[src/hdl/cjss_pkg.sv]
// Package for the CPU job schedule simulator: widths, policy codes, FSM states.
// No dependencies.
package cjss_pkg;
    localparam int MaxJobs  = 16;
    localparam int TimeBits = 16;
    localparam int OutBits  = 21;
    localparam int NumBits  = 5;
    localparam int PrioBits = 8;
    localparam int CfgAddrBits = 1;
    localparam int CfgDataBits = 16;

    typedef enum logic [1:0] {
        POL_FCFS = 2'd0,
        POL_SRTF = 2'd1,
        POL_PRIO = 2'd2,
        POL_RR   = 2'd3
    } t_policy;

    localparam logic [CfgAddrBits-1:0] REG_MODE    = 1'b0;
    localparam logic [CfgAddrBits-1:0] REG_QUANTUM = 1'b1;

    typedef enum logic [3:0] {
        ST_LOAD,
        ST_SORT,
        ST_INIT,
        ST_ADMIT,
        ST_PICK,
        ST_RUN,
        ST_REMOVE,
        ST_EMIT
    } t_state;

    // controller -> datapath commands
    typedef struct packed {
        logic load;
        logic sort_step;
        logic init;
        logic admit_step;
        logic pick_step;
        logic run;
        logic remove_step;
        logic emit_step;
        logic clear;
    } t_cmd;

    // datapath -> controller status
    typedef struct packed {
        logic sort_done;
        logic admit_done;
        logic queue_empty;
        logic pick_done;
        logic finished;
        logic remove_done;
        logic emit_done;
    } t_status;
endpackage

[src/hdl/cjss_ctrl.sv]
// Sequencer for load, sort, simulation and result phases.
// Depends on cjss_pkg.
module cjss_ctrl (
    input  logic              i_clk,
    input  logic              i_rst_n,
    input  logic              i_in_valid,
    input  logic              i_in_last,
    input  logic              i_out_ready,
    input  cjss_pkg::t_status i_status,
    output logic              o_in_ready,
    output logic              o_out_valid,
    output cjss_pkg::t_cmd    o_cmd
);
    cjss_pkg::t_state r_state, n_state;

    always_ff @(posedge i_clk) begin
        if (!i_rst_n) begin
            r_state <= cjss_pkg::ST_LOAD;
        end else begin
            r_state <= n_state;
        end
    end

    always_comb begin
        n_state = r_state;
        unique case (r_state)
            cjss_pkg::ST_LOAD:
                if (i_in_valid && i_in_last) n_state = cjss_pkg::ST_SORT;
            cjss_pkg::ST_SORT:
                if (i_status.sort_done) n_state = cjss_pkg::ST_INIT;
            cjss_pkg::ST_INIT:
                n_state = cjss_pkg::ST_ADMIT;
            cjss_pkg::ST_ADMIT: begin
                if (i_status.admit_done) begin
                    if (i_status.finished) n_state = cjss_pkg::ST_EMIT;
                    else if (!i_status.queue_empty) n_state = cjss_pkg::ST_PICK;
                end
            end
            cjss_pkg::ST_PICK:
                if (i_status.pick_done) n_state = cjss_pkg::ST_RUN;
            cjss_pkg::ST_RUN:
                n_state = cjss_pkg::ST_REMOVE;
            cjss_pkg::ST_REMOVE:
                if (i_status.remove_done) n_state = cjss_pkg::ST_ADMIT;
            cjss_pkg::ST_EMIT:
                if (i_out_ready && i_status.emit_done) n_state = cjss_pkg::ST_LOAD;
            default: n_state = cjss_pkg::ST_LOAD;
        endcase
    end

    always_comb begin
        o_cmd       = '0;
        o_in_ready  = 1'b0;
        o_out_valid = 1'b0;
        unique case (r_state)
            cjss_pkg::ST_LOAD: begin
                o_in_ready = 1'b1;
                o_cmd.load = i_in_valid;
            end
            cjss_pkg::ST_SORT:   o_cmd.sort_step = 1'b1;
            cjss_pkg::ST_INIT:   o_cmd.init = 1'b1;
            cjss_pkg::ST_ADMIT:  o_cmd.admit_step = 1'b1;
            cjss_pkg::ST_PICK:   o_cmd.pick_step = 1'b1;
            cjss_pkg::ST_RUN:    o_cmd.run = 1'b1;
            cjss_pkg::ST_REMOVE: o_cmd.remove_step = 1'b1;
            cjss_pkg::ST_EMIT: begin
                o_out_valid   = 1'b1;
                o_cmd.emit_step = i_out_ready;
                o_cmd.clear   = i_out_ready && i_status.emit_done;
            end
            default: ;
        endcase
    end
endmodule

[config.mk]
export PLATFORM = sky130hd
export DESIGN_NAME = cjss_ctrl
export DESIGN_NICKNAME = d
export VERILOG_FILES = /design/src/hdl/cjss_pkg.sv /design/src/hdl/cjss_ctrl.sv
export SDC_FILE = /design/constraint.sdc
export NUM_CORES = 1
export LEC_CHECK = 0
export ABC_CLOCK_PERIOD_IN_PS = 1590
export BUFFER_PORTS_ARGS = -buffer_cell sky130_fd_sc_hd__buf_2
export CAP_MARGIN = 10
export CORE_AREA = 2 2 39 41
export DETAILED_ROUTE_END_ITERATION = 8
export DIE_AREA = 0 0 41 43
export PLACE_DENSITY = 0.63
export REMOVE_ABC_BUFFERS = 1
export SLEW_MARGIN = 20
export SYNTH_ARGS = -nofsm -noshare
export SYNTH_HDL_FRONTEND = slang
export SYNTH_SLANG_ARGS = --single-unit
[constraint.sdc]
create_clock -name i_clk -period 1.59 [get_ports i_clk]
set_input_delay 0.0795 -clock i_clk [delete_from_list [all_inputs] [get_ports i_clk]]
set_output_delay 0.0795 -clock i_clk [all_outputs]
set_load 0.01 [all_outputs]
; ---- Word-level counts from Yosys, hierarchy flattened
; Index checks and enable logic that the tools add are counted.
[word_totals]
output_inout_bits = 11
inputBits = 12
reg_bits = 4
word_cells = 38
[classes]
reduce_logical = 4
n_eq_ne = 14
mux = 19
[ops]
columns = operator, count
row1 = 2-to-1 mux 4 bit, 8
row2 = case mux 4 bit (8 select lines), 1
row3 = equality test 4 x 3 -> 1 bit (second input constant), 4
row4 = inequality test 2 bit (second input constant), 6
row5 = 2-to-1 mux 1 bit, 9
row6 = equality test 4 x 2 -> 1 bit (second input constant), 2
row7 = AND reduction 7 bit, 1
row8 = equality test 4 x 1 -> 1 bit (second input constant), 1
row9 = logical NOT 4 bit, 1
row10 = inequality test 3 bit (second input constant), 1
row11 = logical AND 1 bit, 2
row12 = 2-to-1 mux 2 bit, 1

; ---- Depth between registers and ports, before layout
[depth]
depth_word = 4
mapped_depth = 5
depth_no_buf = 4

; ---- Worst setup path after synthesis
; OpenSTA, ideal clock, no wires.
[synth_path]
path_kind = register to register
from = register r_state[2]
to = register r_state[1]
synth_period_minus_slack_ns = 1.367
stages_incl_launch_ff = 6
setup_time_ns = 0.088
t_arrival_ns = 1.279
slack_ns = 0.223
n_path_buf = 1
required_ns = 1.502
path_cell_list = dfxtp_1 -> buf_6 -> nor3b_2 -> a221oi_4 -> and3_1 -> a311oi_2
[synth_between]
elab_chain_cells = 3
elab_cells_between_ends = 17
classes_between = eq/ne (14) / mux (1) / reduce/logical (2)
[synth_lines]
columns = item, line
row1 = from (decl), cjss_ctrl.sv:14  ; cjss_pkg::t_state r_state, n_state;
row2 = from (signal assigned), cjss_ctrl.sv:18  ; r_state <= cjss_pkg::ST_LOAD;
row3 = from (signal assigned), cjss_ctrl.sv:20  ; r_state <= n_state;
row4 = equality test 4 x 2 -> 1 bit (tied with other cells), cjss_ctrl.sv:26  ; unique case (r_state)
row5 = inequality test 3 bit (no line) / inequality test 2 bit (equally long branches), --
row6 = AND reduction 7 bit (no line), --
; Several ways; a longest one is shown, not always the timed one.
; A chain may end at the register's enable or synchronous reset.

; ---- Worst setup path in the final report
; Same ends and word-level chain as after synthesis.

==> metrics.md <==
| Metric | Value |
|---|---|
| Minimum clock period | `1.42 ns` |
| Antenna violations before repair | `0` |
| Synthesis-to-finish area growth | `44.6%` |
| Final setup fails | `0` |
| Root Buffer | `clkbuf_4` |
| PortBufs | `22` |
| Synthesized area per cell | `8.70 sq um` |
| Clock Skews | `0.00269 ns` |
| Post-route ant nets | `0` |
| Layout cells sized above 1 | `54.4%` |
| Commonest non-fill, non-tap cell in the layout | `buf_2` |
| Vias in the first global route | `359` |
| Worst slack, placed | `0.212 ns` |
| Fin worst setup slack | `0.175 ns` |
| Area of the core | `1380 sq um` |
| DRC viols | `0` |
| Pin count of the biggest net entering global routing | `10` |
| Grt total ovfl | `0` |
| Post-CTS Setup Repair Bufs | `0` |
| Setup CP Type | `register to register` |
| # rows | `14` |
| Total Nets Final | `81` |
| Die area | `1760 sq um` |
| CTS resizes | `0` |
| Hpwl dp | `752 um` |
| Worst skew pair latency | `0.23 ns` |
| Slowest CP cell | `dfxtp_1` |
| Number of synthesized flops with an enable pin | `0` |
| Worst hold path class | `input pin to register` |
| Max Buffers Root-to-Sink | `2` |
| YS warnings | `0` |
| Biggest register | `r_state` |
| Distinct cells, synth | `27` |
| Seq cells post-synth | `3` |
| Post-synth top area share | `16.8%` |
| # hold bufs at CTS | `0` |
| Die height | `43 um` |
| Post-DR vias/cell | `4.64` |
| Sequential element share of the synthesized area | `16.8%` |
| Initial Util | `25.8%` |
| Critical path cell sequence | `buf_4 -> a211oi_1 -> o21ai_1 -> and3_1 -> a311oi_2` |
| LEAKAGE | `0.255 nW` |
| DR vias | `390` |
| Initial DRT Pass Iterations | `4` |
| Layout fillers | `152` |
| Global-route wire length before repair | `1.39 mm` |
| Largest regs | `r_state x3` |
| Pwr/cell area | `1300 nW/um^2` |
| Total wire length | `880 um` |
| CP peak stage delay | `0.35 ns` |
| Fin. max-slew vios | `0` |
| Max Freq | `0.707 GHz` |
| ANT cells | `0` |
| CP Max Fanout | `6` |
| Tcrit/Tclk final | `89.0%` |
| Final hold violation count | `0` |
| Max-cap violations | `0` |
| CTS H-tree depth | `1` |
| Final Wtd Congestion | `0.807` |
| CP Capture Type | `register` |
| Setup TNS Final | `0 ns` |
| CTS tree | `yes` |
| Maximum vdd drop | `0.476 mV` |
| Worst Tran Pin Value | `0.258 ns` |
| Wirelength per Cell | `10.5 um` |
| Most frequent cells in the layout | `buf_2, inv_1, nand2_1, buf_4` |
| Global Route Usage Sum | `12.2%` |
| Clk sink count | `3` |
| Die W | `41 um` |
| Slew margin rel. | `82.6%` |
| Crit path launch type | `register` |
| Asr flop ratio synth | `0%` |
| 1st-iter DRT viols | `9` |
| Ports | `23` |
| Top post-synthesis cells by area | `dfxtp_1, a221oi_4, buf_6` |
| Synthesized area | `357 sq um` |
| Arrival time at the worst endpoint | `1.56 ns` |
| Required time worst endpoint | `1.74 ns` |
| Synth Flop Type | `dfxtp_1` |
| Number of flip-flops in the largest register | `3` |
| Leading area contributor after synthesis | `dfxtp_1` |
| CTS buffer count | `3` |
| Clock-pin slew on the worst setup and hold paths | `0.04 ns` |
| Gate Count Post-Synth | `41` |
| Outcome | `finished, final reports clean` |
| RSZ-0062 raised after global routing | `false` |
where the power goes:
part           switching (mW)  internal, mW  leakage [nW]
combinational           0.208         0.199         0.216
clock                  0.0400        0.0941        0.0150
sequential             0.0290        0.0977        0.0246
total                   0.277         0.391         0.255
cells by family after synthesis:
group,after synthesis,share of synthesized area (%)
AO/OA/AOI/OAI,10,29.5
buffers and inverters,7,11.9
flip-flops,3,16.8
multiplexers,1,2.81
AND/OR/NAND/NOR,20,38.9
cell type report:
type / instances / area (sq um) / share of cell area [%]
clock buffer: 4 / 26.3 / 5.10
inverter: 4 / 15.0 / 2.91
multi-input combinational: 31 / 254 / 49.3
sequential: 3 / 60.1 / 11.7
tap: 16 / 20.0 / 3.88
timing repair buffer: 26 / 140 / 27.2
final timing paths:
path / start / to / slack (ns) / depth (start not counted)
setup / recovery: r_state[2] / r_state[1] / 0.17 / 5
hold / removal: i_rst_n / r_state[2] / 0.13 / 3
hold reg to reg: r_state[2] / r_state[2] / 0.54 / 2
setup reg to reg: r_state[2] / r_state[1] / 0.17 / 5
metrics by stage:
stage          utilization (%)  instances  instance area, sq um  hold WS, ns  power [mW]
3_5_place_dp              35.4         80                   489        0.374       0.533
5_1_grt                   37.3         84                   515        0.141       0.729
2_1_floorplan                -         38                   329        0.230       0.381
4_1_cts                   37.3         84                   515        0.120       0.676
6_report                  37.3         84                   515        0.125       0.668
3_3_place_gp              35.4         80                   489        0.372       0.527
cells in the mapped netlist (2+ instances only):
cell,count
inv_1,4
nor3_1,2
buf_6,2
nor3b_1,2
and2_1,2
a21boi_0,2
and3_1,2
dfxtp_1,3
nand2_1,4
critical path: cells and delay by family (launching register included):
family          cells  cell delay [ns]
buf+inv             1             0.17
flops               1             0.35
simple gates        1             0.23
compound gates      3             0.57
routing by layer:
layer / GRT usage (%) / vias to the layer above / wire length (um)
met1: 13.1 / 173 / 352
met5: 0 / - / 0
met2: 18.1 / 13 / 470
met3: 4.71 / 0 / 58
met4: 9.33 / 0 / 0
li1: - / 204 / -
No activity file was read; power rests on OpenSTA's default activity.
