### config.mk
export PLATFORM = sky130hd
export DESIGN_NAME = cjss_datapath
export DESIGN_NICKNAME = d
export VERILOG_FILES = /design/src/hdl/cjss_pkg.sv /design/src/hdl/cjss_datapath.sv
export SDC_FILE = /design/constraint.sdc
export NUM_CORES = 2
export LEC_CHECK = 0
export ABC_AREA = 1
export BUFFER_PORTS_ARGS = -buffer_cell sky130_fd_sc_hd__buf_4
export CAP_MARGIN = 10
export CELL_PAD_IN_SITES_DETAIL_PLACEMENT = 0
export CELL_PAD_IN_SITES_GLOBAL_PLACEMENT = 1
export CORE_MARGIN = 3
export CORE_UTILIZATION = 43
export CTS_CLUSTER_DIAMETER = 120
export DETAILED_ROUTE_END_ITERATION = 10
export GPL_ROUTABILITY_DRIVEN = 0
export PLACE_DENSITY_LB_ADDON = 0.1
export SYNTH_ARGS = -nofsm -noshare
export SYNTH_HDL_FRONTEND = slang
export SYNTH_SLANG_ARGS = --single-unit
### constraint.sdc
create_clock -name i_clk -period 15.98 [get_ports i_clk]
set_input_delay 1.598 -clock i_clk [delete_from_list [all_inputs] [get_ports i_clk]]
set_output_delay 1.598 -clock i_clk [all_outputs]
set_load 0.02 [all_outputs]
### src/hdl/cjss_pkg.sv
// Package for the CPU job schedule simulator: widths, policy codes, FSM states.
// No dependencies.
package cjss_pkg;
    localparam int MaxJobs  = 16;
    localparam int TimeBits = 16;
    localparam int OutBits  = 21;
    localparam int NumBits  = 5;
    localparam int PrioBits = 8;
    localparam int CfgAddrBits = 1;
    localparam int CfgDataBits = 16;

    typedef enum logic [1:0] {
        POL_FCFS = 2'd0,
        POL_SRTF = 2'd1,
        POL_PRIO = 2'd2,
        POL_RR   = 2'd3
    } t_policy;

    localparam logic [CfgAddrBits-1:0] REG_MODE    = 1'b0;
    localparam logic [CfgAddrBits-1:0] REG_QUANTUM = 1'b1;

    typedef enum logic [3:0] {
        ST_LOAD,
        ST_SORT,
        ST_INIT,
        ST_ADMIT,
        ST_PICK,
        ST_RUN,
        ST_REMOVE,
        ST_EMIT
    } t_state;

    // controller -> datapath commands
    typedef struct packed {
        logic load;
        logic sort_step;
        logic init;
        logic admit_step;
        logic pick_step;
        logic run;
        logic remove_step;
        logic emit_step;
        logic clear;
    } t_cmd;

    // datapath -> controller status
    typedef struct packed {
        logic sort_done;
        logic admit_done;
        logic queue_empty;
        logic pick_done;
        logic finished;
        logic remove_done;
        logic emit_done;
    } t_status;
endpackage

### src/hdl/cjss_datapath.sv
// Job tables, arrival sort, ready queue and tick arithmetic.
// Depends on cjss_pkg.
module cjss_datapath #(
    parameter int MAX_JOBS  = cjss_pkg::MaxJobs,
    parameter int TIME_BITS = cjss_pkg::TimeBits
) (
    input  logic                          i_clk,
    input  logic                          i_rst_n,
    input  cjss_pkg::t_cmd                i_cmd,
    input  logic [1:0]                    i_mode,
    input  logic [15:0]                   i_quantum,
    input  logic [TIME_BITS-1:0]          i_arrival,
    input  logic [TIME_BITS-1:0]          i_burst,
    input  logic [cjss_pkg::PrioBits-1:0] i_prio,
    output cjss_pkg::t_status             o_status,
    output logic [cjss_pkg::NumBits-1:0]  o_job_number,
    output logic [cjss_pkg::OutBits-1:0]  o_completion,
    output logic [cjss_pkg::OutBits-1:0]  o_turnaround,
    output logic [cjss_pkg::OutBits-1:0]  o_waiting,
    output logic                          o_last
);
    localparam int IdxBits = $clog2(MAX_JOBS);
    localparam int CntBits = $clog2(MAX_JOBS + 1);
    localparam int TickBits = TIME_BITS + 6;
    localparam int OB = cjss_pkg::OutBits;

    typedef logic [IdxBits-1:0] t_idx;
    typedef logic [CntBits-1:0] t_cnt;

    logic [TIME_BITS-1:0]          r_arr [MAX_JOBS];
    logic [TIME_BITS-1:0]          r_bur [MAX_JOBS];
    logic [TIME_BITS-1:0]          r_rem [MAX_JOBS];
    logic [cjss_pkg::PrioBits-1:0] r_pri [MAX_JOBS];
    logic [TickBits-1:0]           r_cmp [MAX_JOBS];
    t_idx                          r_ord [MAX_JOBS];
    t_idx                          r_rq  [MAX_JOBS];

    t_cnt r_jobs, r_ready, r_next, r_done, r_k, r_m, r_emit, r_slot, r_best;
    logic [TickBits-1:0] r_tick;
    logic                r_held_v, r_sort_ins;
    t_idx                r_held, r_v;
    logic                r_jumped;

    logic [16:0] w_q;
    assign w_q = (i_quantum == '0) ? 17'd1 : {1'b0, i_quantum};

    // arrival of next job in order
    t_idx                w_nj;
    logic [TickBits-1:0] w_narr;
    logic                w_has_next;
    assign w_nj = r_ord[r_next[IdxBits-1:0]];
    assign w_narr = TickBits'(r_arr[w_nj]);
    assign w_has_next = r_next < r_jobs;

    // run computation for the picked job
    t_idx                w_pj;
    logic [TickBits-1:0] w_rem, w_run, w_gap;
    assign w_pj  = r_rq[r_best[IdxBits-1:0]];
    assign w_rem = TickBits'(r_rem[w_pj]);
    assign w_gap = w_narr - r_tick;
    always_comb begin
        w_run = w_rem;
        if (i_mode == cjss_pkg::POL_RR) begin
            if (w_rem > TickBits'(w_q)) w_run = TickBits'(w_q);
        end else if (w_has_next && w_gap < w_rem) begin
            w_run = w_gap;
        end
    end

    // pick comparison of candidate slot r_k against current best
    t_idx w_ca, w_cb;
    logic w_better;
    assign w_ca = r_rq[r_k[IdxBits-1:0]];
    assign w_cb = r_rq[r_best[IdxBits-1:0]];
    always_comb begin
        w_better = 1'b0;
        if (i_mode == cjss_pkg::POL_SRTF) w_better = r_rem[w_ca] < r_rem[w_cb];
        else if (i_mode == cjss_pkg::POL_PRIO) w_better = r_pri[w_ca] < r_pri[w_cb];
    end

    // sort: insertion of job r_k, shifting at position r_m
    logic w_sort_shift;
    assign w_sort_shift = (r_m != '0) &&
        (r_arr[r_ord[r_m[IdxBits-1:0] - 1'b1]] > r_arr[r_v]);

    // emit
    t_idx                w_ej;
    logic [TickBits-1:0] w_ec, w_ea, w_eb, w_ta, w_wt;
    assign w_ej = r_ord[r_emit[IdxBits-1:0]];
    assign w_ec = r_cmp[w_ej];
    assign w_ea = TickBits'(r_arr[w_ej]);
    assign w_eb = TickBits'(r_bur[w_ej]);
    assign w_ta = (w_ec > w_ea) ? w_ec - w_ea : '0;
    assign w_wt = (w_ta > w_eb) ? w_ta - w_eb : '0;
    assign o_job_number = cjss_pkg::NumBits'(w_ej) + 1'b1;
    assign o_completion = w_ec[OB-1:0];
    assign o_turnaround = w_ta[OB-1:0];
    assign o_waiting    = w_wt[OB-1:0];
    assign o_last       = (r_emit + 1'b1) == r_jobs;

    assign o_status.sort_done   = !r_sort_ins && (r_k == r_jobs);
    assign o_status.admit_done  = !(w_has_next && w_narr <= r_tick) && !r_held_v;
    assign o_status.queue_empty = r_ready == '0;
    assign o_status.pick_done   = (r_k >= r_ready) ||
        !(i_mode == cjss_pkg::POL_SRTF || i_mode == cjss_pkg::POL_PRIO);
    assign o_status.finished    = (r_done == r_jobs) ||
        (r_ready == '0 && !w_has_next);
    assign o_status.remove_done = !r_jumped;
    assign o_status.emit_done   = o_last;

    always_ff @(posedge i_clk) begin
        if (!i_rst_n) begin
            r_jobs <= '0;
            r_ready <= '0;
            r_k <= '0;
            r_sort_ins <= 1'b0;
            r_held_v <= 1'b0;
            r_jumped <= 1'b0;
            r_emit <= '0;
            r_tick <= '0;
        end else begin
            if (i_cmd.load && r_jobs != t_cnt'(MAX_JOBS)) begin
                r_arr[r_jobs[IdxBits-1:0]] <= i_arrival;
                r_bur[r_jobs[IdxBits-1:0]] <= (i_burst == '0) ? TIME_BITS'(1) : i_burst;
                r_pri[r_jobs[IdxBits-1:0]] <= i_prio;
                r_jobs <= r_jobs + 1'b1;
            end
            if (i_cmd.load) begin
                r_k <= '0;
                r_sort_ins <= 1'b0;
            end
            // one insertion-sort shift per cycle
            if (i_cmd.sort_step) begin
                if (!r_sort_ins) begin
                    if (r_k != r_jobs) begin
                        r_v <= r_k[IdxBits-1:0];
                        r_m <= r_k;
                        r_sort_ins <= 1'b1;
                    end
                end else if (w_sort_shift) begin
                    r_ord[r_m[IdxBits-1:0]] <= r_ord[r_m[IdxBits-1:0] - 1'b1];
                    r_m <= r_m - 1'b1;
                end else begin
                    r_ord[r_m[IdxBits-1:0]] <= r_v;
                    r_k <= r_k + 1'b1;
                    r_sort_ins <= 1'b0;
                end
            end
            if (i_cmd.init) begin
                for (int i = 0; i < MAX_JOBS; i++) r_rem[i] <= r_bur[i];
                r_ready <= '0;
                r_next <= '0;
                r_done <= '0;
                r_tick <= '0;
                r_held_v <= 1'b0;
                r_jumped <= 1'b0;
                r_emit <= '0;
            end
            // admit one arrival per cycle, then the held job, then jump idle gaps
            if (i_cmd.admit_step) begin
                r_k <= t_cnt'(1);
                r_best <= '0;
                if (w_has_next && w_narr <= r_tick) begin
                    r_rq[r_ready[IdxBits-1:0]] <= w_nj;
                    r_ready <= r_ready + 1'b1;
                    r_next <= r_next + 1'b1;
                end else if (r_held_v) begin
                    r_rq[r_ready[IdxBits-1:0]] <= r_held;
                    r_ready <= r_ready + 1'b1;
                    r_held_v <= 1'b0;
                end else if (r_ready == '0 && w_has_next && r_done != r_jobs) begin
                    r_tick <= w_narr;
                end
            end
            if (i_cmd.pick_step && r_k < r_ready) begin
                if (w_better) r_best <= r_k;
                r_k <= r_k + 1'b1;
            end
            if (i_cmd.run) begin
                r_rem[w_pj] <= r_rem[w_pj] - w_run[TIME_BITS-1:0];
                r_tick <= r_tick + w_run;
                r_slot <= r_best;
                // drop from the queue on completion, and always in round robin
                r_jumped <= (w_run == w_rem) || (i_mode == cjss_pkg::POL_RR);
                if (w_run == w_rem) begin
                    r_cmp[w_pj] <= r_tick + w_run;
                    r_done <= r_done + 1'b1;
                end else if (i_mode == cjss_pkg::POL_RR) begin
                    r_held <= w_pj;
                    r_held_v <= 1'b1;
                end
            end
            // drop slot r_slot, shifting one entry per cycle
            if (i_cmd.remove_step && r_jumped) begin
                if (r_slot + 1'b1 < r_ready) begin
                    r_rq[r_slot[IdxBits-1:0]] <= r_rq[r_slot[IdxBits-1:0] + 1'b1];
                    r_slot <= r_slot + 1'b1;
                end else begin
                    r_ready <= r_ready - 1'b1;
                    r_jumped <= 1'b0;
                end
            end
            if (i_cmd.emit_step) r_emit <= r_emit + 1'b1;
            if (i_cmd.clear) begin
                r_jobs <= '0;
                r_ready <= '0;
            end
        end
    end
endmodule

; After elaboration in Yosys (flattened, before gate mapping)
; Memories as Yosys holds them, arrays and structs flattened. A register that Yosys moved wholly into a read port is not among the register bits.
; Cells that the tools add are included.
[classes]
addsub = 17
n_mul = 0
div = 0
order_cmp = 12
eq_ne = 11
shifts = 0
mux = 104
n_bitwise = 5
reduce_logical = 31
[ops]
columns = cell, n
row1 = 22-bit two-way mux, 9
row2 = 5-bit two-way mux, 29
row3 = 1-bit two-way mux, 54
row4 = 16-bit two-way mux, 3
row5 = 22-bit by 16-bit greater-than comparator with 1-bit output, 2
row6 = 5-bit by 1-bit adder with 5-bit output (second input constant), 7
row7 = 16-bit greater-than comparator, 2
row8 = 16-bit zero test, 2
row9 = 4-bit two-way mux, 8
row10 = 22-bit adder, 1
row11 = 22-bit by 16-bit == test with 1-bit output, 1
row12 = 16-bit by 22-bit less-or-equal comparator with 1-bit output, 1
row13 = 22-bit by 16-bit < comparator with 1-bit output, 1
row14 = 16-bit by 22-bit subtractor with 22-bit output, 1
row15 = 22-bit by 16-bit subtractor with 22-bit output, 1
row16 = 21-bit two-way mux, 1
row17 = 21-bit by 16-bit subtractor with 21-bit output, 1
row18 = 16-bit < comparator, 1
row19 = 16-bit subtractor, 1
row20 = 5-bit == test, 3
row21 = 5-bit < comparator, 3
row22 = 4-bit AND reduction, 3
row23 = 1-bit logical AND, 11
row24 = 5-bit inequality test, 2
row25 = 18 further kinds, 32
[word_totals]
register_bits = 78
latchBits = 0
ramBits = 1376
romBits = 0
in_bits = 69
elab_cells = 202
mem_count = 7
[memory_table]
columns = memory, words, word_bits, read_ports, rd_clocked_by_memory_dff, wr, line
row1 = r_cmp, 16, 22, 1, 0, 1, cjss_datapath.sv:34  ; logic [TickBits-1:0] r_cmp [MAX_JOBS];
row2 = r_arr, 16, 16, 4, 1, 1, cjss_datapath.sv:30  ; logic [TIME_BITS-1:0] r_arr [MAX_JOBS];
row3 = r_bur, 16, 16, 17, 0, 1, cjss_datapath.sv:31  ; logic [TIME_BITS-1:0] r_bur [MAX_JOBS];
row4 = r_rem, 16, 16, 2, 0, 17, cjss_datapath.sv:32  ; logic [TIME_BITS-1:0] r_rem [MAX_JOBS];
row5 = r_pri, 16, 8, 2, 0, 1, cjss_datapath.sv:33  ; logic [cjss_pkg::PrioBits-1:0] r_pri [MAX_JOBS];
row6 = r_ord, 16, 4, 3, 2, 1, cjss_datapath.sv:35  ; t_idx r_ord [MAX_JOBS];
row7 = 1 more memories, -, -, -, -, -, -

; Depth between registers and ports, before layout
; An unclocked memory read counts as a cell.
[depth]
depth_word = 11
depth_mapped = 60

; Worst setup path before layout
; OpenSTA, ideal clock, no wires.
[synth_timing]
path_type = register to output
start = register (tool-made name)
end = output port o_waiting[17] in the netlist's numbering
arrival_time_ns = 7.607
t_required_ns = 14.382
slack_ns = 6.775
path_stages_with_launch = 50
n_path_buf = 9
cell_sequence = dfxtp_1 inv_2 buf_6 a21oi_2 o21ai_0 o211ai_1 nand3_1 nand2_2 buf_6 buf_6 buf_2 buf_2 clkbuf_1 clkbuf_1 o21ai_0 a31oi_1 a41oi_1 ha_1 (+14 left out) inv_1 buf_2 nor2_1 ha_1 a21oi_1 o21ai_0 a21oi_1 nor3_1 a2111oi_0 o21ai_0 nand2_1 nand2_1 inv_1 nor2_1 nand3b_1 nor2_2 buf_6 nor2_2
[synth_lines]
columns = element, line
row1 = end: declaration, cjss_datapath.sv:19  ; output logic [cjss_pkg::OutBits-1:0] o_waiting,

==> PnR_summary.wiki <==
{| class="wikitable"
! Metric !! Value
|-
| Routed WL per cell || 29.5 um
|-
| Number of max-capacitance violations reported || 0
|-
| DIE HEIGHT || 441 um
|-
| Number of antenna violations at the first check in global routing || 15
|-
| Number of CTS-inserted buffers || 169
|-
| Remaining design rule violation count || 0
|-
| Ratio of total power to cell area || 185 mW/mm2
|-
| Max Fclk || 70.4 MHz
|-
| Antenna-violating nets left || 0
|-
| Core region area || 0.187 mm2
|-
| Root buffer cell || clkbuf_16
|-
| Final Cycle Share || 88.9%
|-
| Initial Util || 43.6%
|-
| CP startpoint kind || flip-flop
|-
| Number of buffers added on ports || 144
|-
| Total power || 16.8 mW
|-
| Area of the die || 0.194 mm2
|-
| Worst setup path category || reg2out
|-
| Insertion delay to the later sink of the worst-skew pair || 0.87 ns
|-
| Fraction of synthesized cell area taken by the top area cell type || 52.0%
|-
| Deepest clock path buffer count || 3
|-
| Post-DP HPWL || 212 mm
|-
| Slowest CP cell || dfxtp_2
|-
| Pre-CTS WS || 3.08 ns
|-
| Relative max-transition margin || 11.8%
|-
| GRT Residual Overflow || 0
|-
| Horizontal extent of the die || 441 um
|-
| Routed WL || 340 mm
|-
| Worst hold-check slack || 0.484 ns
|-
| Via count of the first global-routing pass || 66,400
|-
| Post-CTS sizing || 0
|-
| Capturing element type of the critical path || primary output
|-
| Routed vias/inst || 6.17
|-
| Total of flip-flops plus latches after synthesis || 1,470
|-
| Filler cell count || 17,500
|-
| Yosys warning count || 0
|-
| First-pass GRT wire length || 478 mm
|-
| Proportion of register bits with asynchronous set or reset after synthesis || 0%
|-
| Final number of hold-violating endpoints || 0
|-
| CTS tree || yes
|-
| Drt first pass iters || 8
|-
| Shortest period the worst path allows || 14.20 ns
|-
| Critical path arrival || 12.61 ns
|-
| Post-Syn Instances || 8,993
|-
| Post-synthesis cell type count || 72
|-
| Most frequent cell after synthesis || nand2_1
|-
| Clk sink count || 1,470
|-
| Library cell with the largest summed area after synthesis || edfxtp_1
|-
| Sequential cell area fraction in the yosys report || 53.5%
|-
| Class of the tightest hold or removal check || reg2reg
|-
| Peak supply drop || 0.000268 V
|-
| Delay of the slowest cell on the worst path || 1.01 ns
|-
| Total via count in the routed design || 71,000
|-
| Slew at the pin closest to its max-slew limit || 1.32 ns
|-
| Fraction of final layout cells with drive strength greater than 1 || 8.37%
|-
| Net count of the finished layout || 9,166
|-
| Setup Buffers After CTS || 0
|-
| Setup violators final || 0
|-
| CTS Hold Bufs || 0
|-
| Maximum net fanout on the critical path || 94
|-
| Top cells by area in the synthesized netlist || edfxtp_1 52%, nand2_1 9.0%, o21ai_0 6.6%
|-
| Worst clock skew || 0.0555 ns
|-
| Number of synthesized flops with an enable pin || 1,409
|-
| Required time at the worst-slack endpoint || 14.38 ns
|-
| Static leakage || 33.7 nW
|-
| Worst-path clk slew || 0.06 ns
|-
| Level count of the clock H-tree || 4
|-
| Core Rows || 158
|-
| GRT Util Overall || 34.1%
|-
| Top FF cell, synth || edfxtp_1
|-
| Fin. max-slew vios || 0
|-
| Outcome || complete, no violations
|-
| Count of boundary I/O pins || 145
|-
| Post-synth design cell area || 0.0813 mm2
|-
| Synthesis-to-finish area growth || 11.4%
|-
| Ranking of synthesized cells by instance count || 1,958 x nand2_1, 1,409 x edfxtp_1, 1,070 x o21ai_0
|-
| Setup repair after global routing missed its margin || no
|-
| Number of DRC markers after the initial detailed-route iteration || 8,953
|-
| Most prevalent standard cell on the critical path || a21oi_1
|-
| Maximum number of pins on one net before global-route repair || 146
|-
| Mapped Avg Cell Area || 9.04 um2
|-
| Post-route setup TNS || 0 ns
|-
| Crit path setup slack, layout || 1.78 ns
|}
per-layer routing:
layer	wire, um	share of wire, %	track usage [%]	vias up
met5	75	0.022	0	-
li1	-	-	-	31900
met4	22800	6.7	19.8	12
met2	153000	45	53.9	3924
met3	32100	9.4	6.61	915
met1	132000	39	43.7	34300
cell type report:
type / instances / area, um2 / share of cell area (%)
flip-flops and latches: 1470 / 43500 / 48.1
multi-input cells: 6179 / 32900 / 36.3
clock buffers: 197 / 4430 / 4.89
well taps: 2480 / 3100 / 3.43
inverters: 740 / 2800 / 3.09
repair buffers: 340 / 2600 / 2.87
clock inverters: 111 / 1180 / 1.30
diodes: 6 / 15.0 / 0.0166
flip-flops by register name, summed over array words and instances, names as in the netlist, 4 cells and up, named ones only:
signal,cells
r_arr,256
r_best,5
r_bur,256
r_cmp,352
r_done,5
r_emit,5
r_held,4
r_jobs,5
r_k,5
r_m,5
r_next,5
r_ord,64
r_pri,128
r_ready,5
r_rem,256
r_rq,64
r_slot,5
r_tick,22
r_v,4
layout by cell type (no fill, tap or decap), types with 109 or more instances in the layout:
cell,Yosys,routed
o22ai_1,200,200
nand2_1,1958,1942
inv_1,712,707
nor2_1,454,432
a21oi_1,714,714
edfxtp_1,1409,1409
buf_4,12,336
nand3_1,549,549
ha_1,192,192
o221ai_1,109,109
o211ai_1,296,296
o21ai_0,1070,1070
clkbuf_16,0,170
through the flow:
stage                     utilization, %  std cells  area [um2]
final                               48.5      11500       90600
after global routing                48.5      11500       90600
after CTS                           48.5      11500       90500
after detailed placement            45.5      11200       84900
after global placement              45.5      11200       84900
after floorplan                        -       8997       81300
final timing paths:
kind / startpoint / end / slack, ns / depth (start not counted)
hold reg to reg: r_emit[4]$_SDFFE_PN0N_ / r_emit[4]$_SDFFE_PN0N_ / 0.48 / 2
setup / recovery: flip-flop / o_waiting[4] / 1.78 / 45
hold / removal: r_emit[4]$_SDFFE_PN0N_ / r_emit[4]$_SDFFE_PN0N_ / 0.48 / 2
setup reg to reg: flip-flop / r_cmp[15][21]$_DFFE_PP_ / 3.32 / 44
where the power goes:
part	switching (mW)	leakage, nW	internal [mW]
logic	5.82	17.7	2.12
clock network	1.72	2.69	2.26
registers	0.0720	13.3	4.79
total	7.61	33.7	9.17
cell families after synthesis:
group	after synthesis	share of synthesized area, %
AO/OA/AOI/OAI	2674	19.2
XOR/XNOR	108	1.16
adder cells (fa/ha/maj)	197	3.08
buffers and inverters	1348	6.52
flip-flops	1470	53.5
multiplexers	33	0.406
other	1	0.00461
AND/OR/NAND/NOR	3162	16.1
worst max-delay path: cells and delay by family (launching register included):
kind / cells / cell delay (ns)
compound gates: 15 / 3.55
fa+ha+maj: 3 / 0.96
buf+inv: 9 / 2.32
flops: 1 / 1.01
simple gates: 18 / 3.52
No activity file was read; power rests on OpenSTA's default activity.
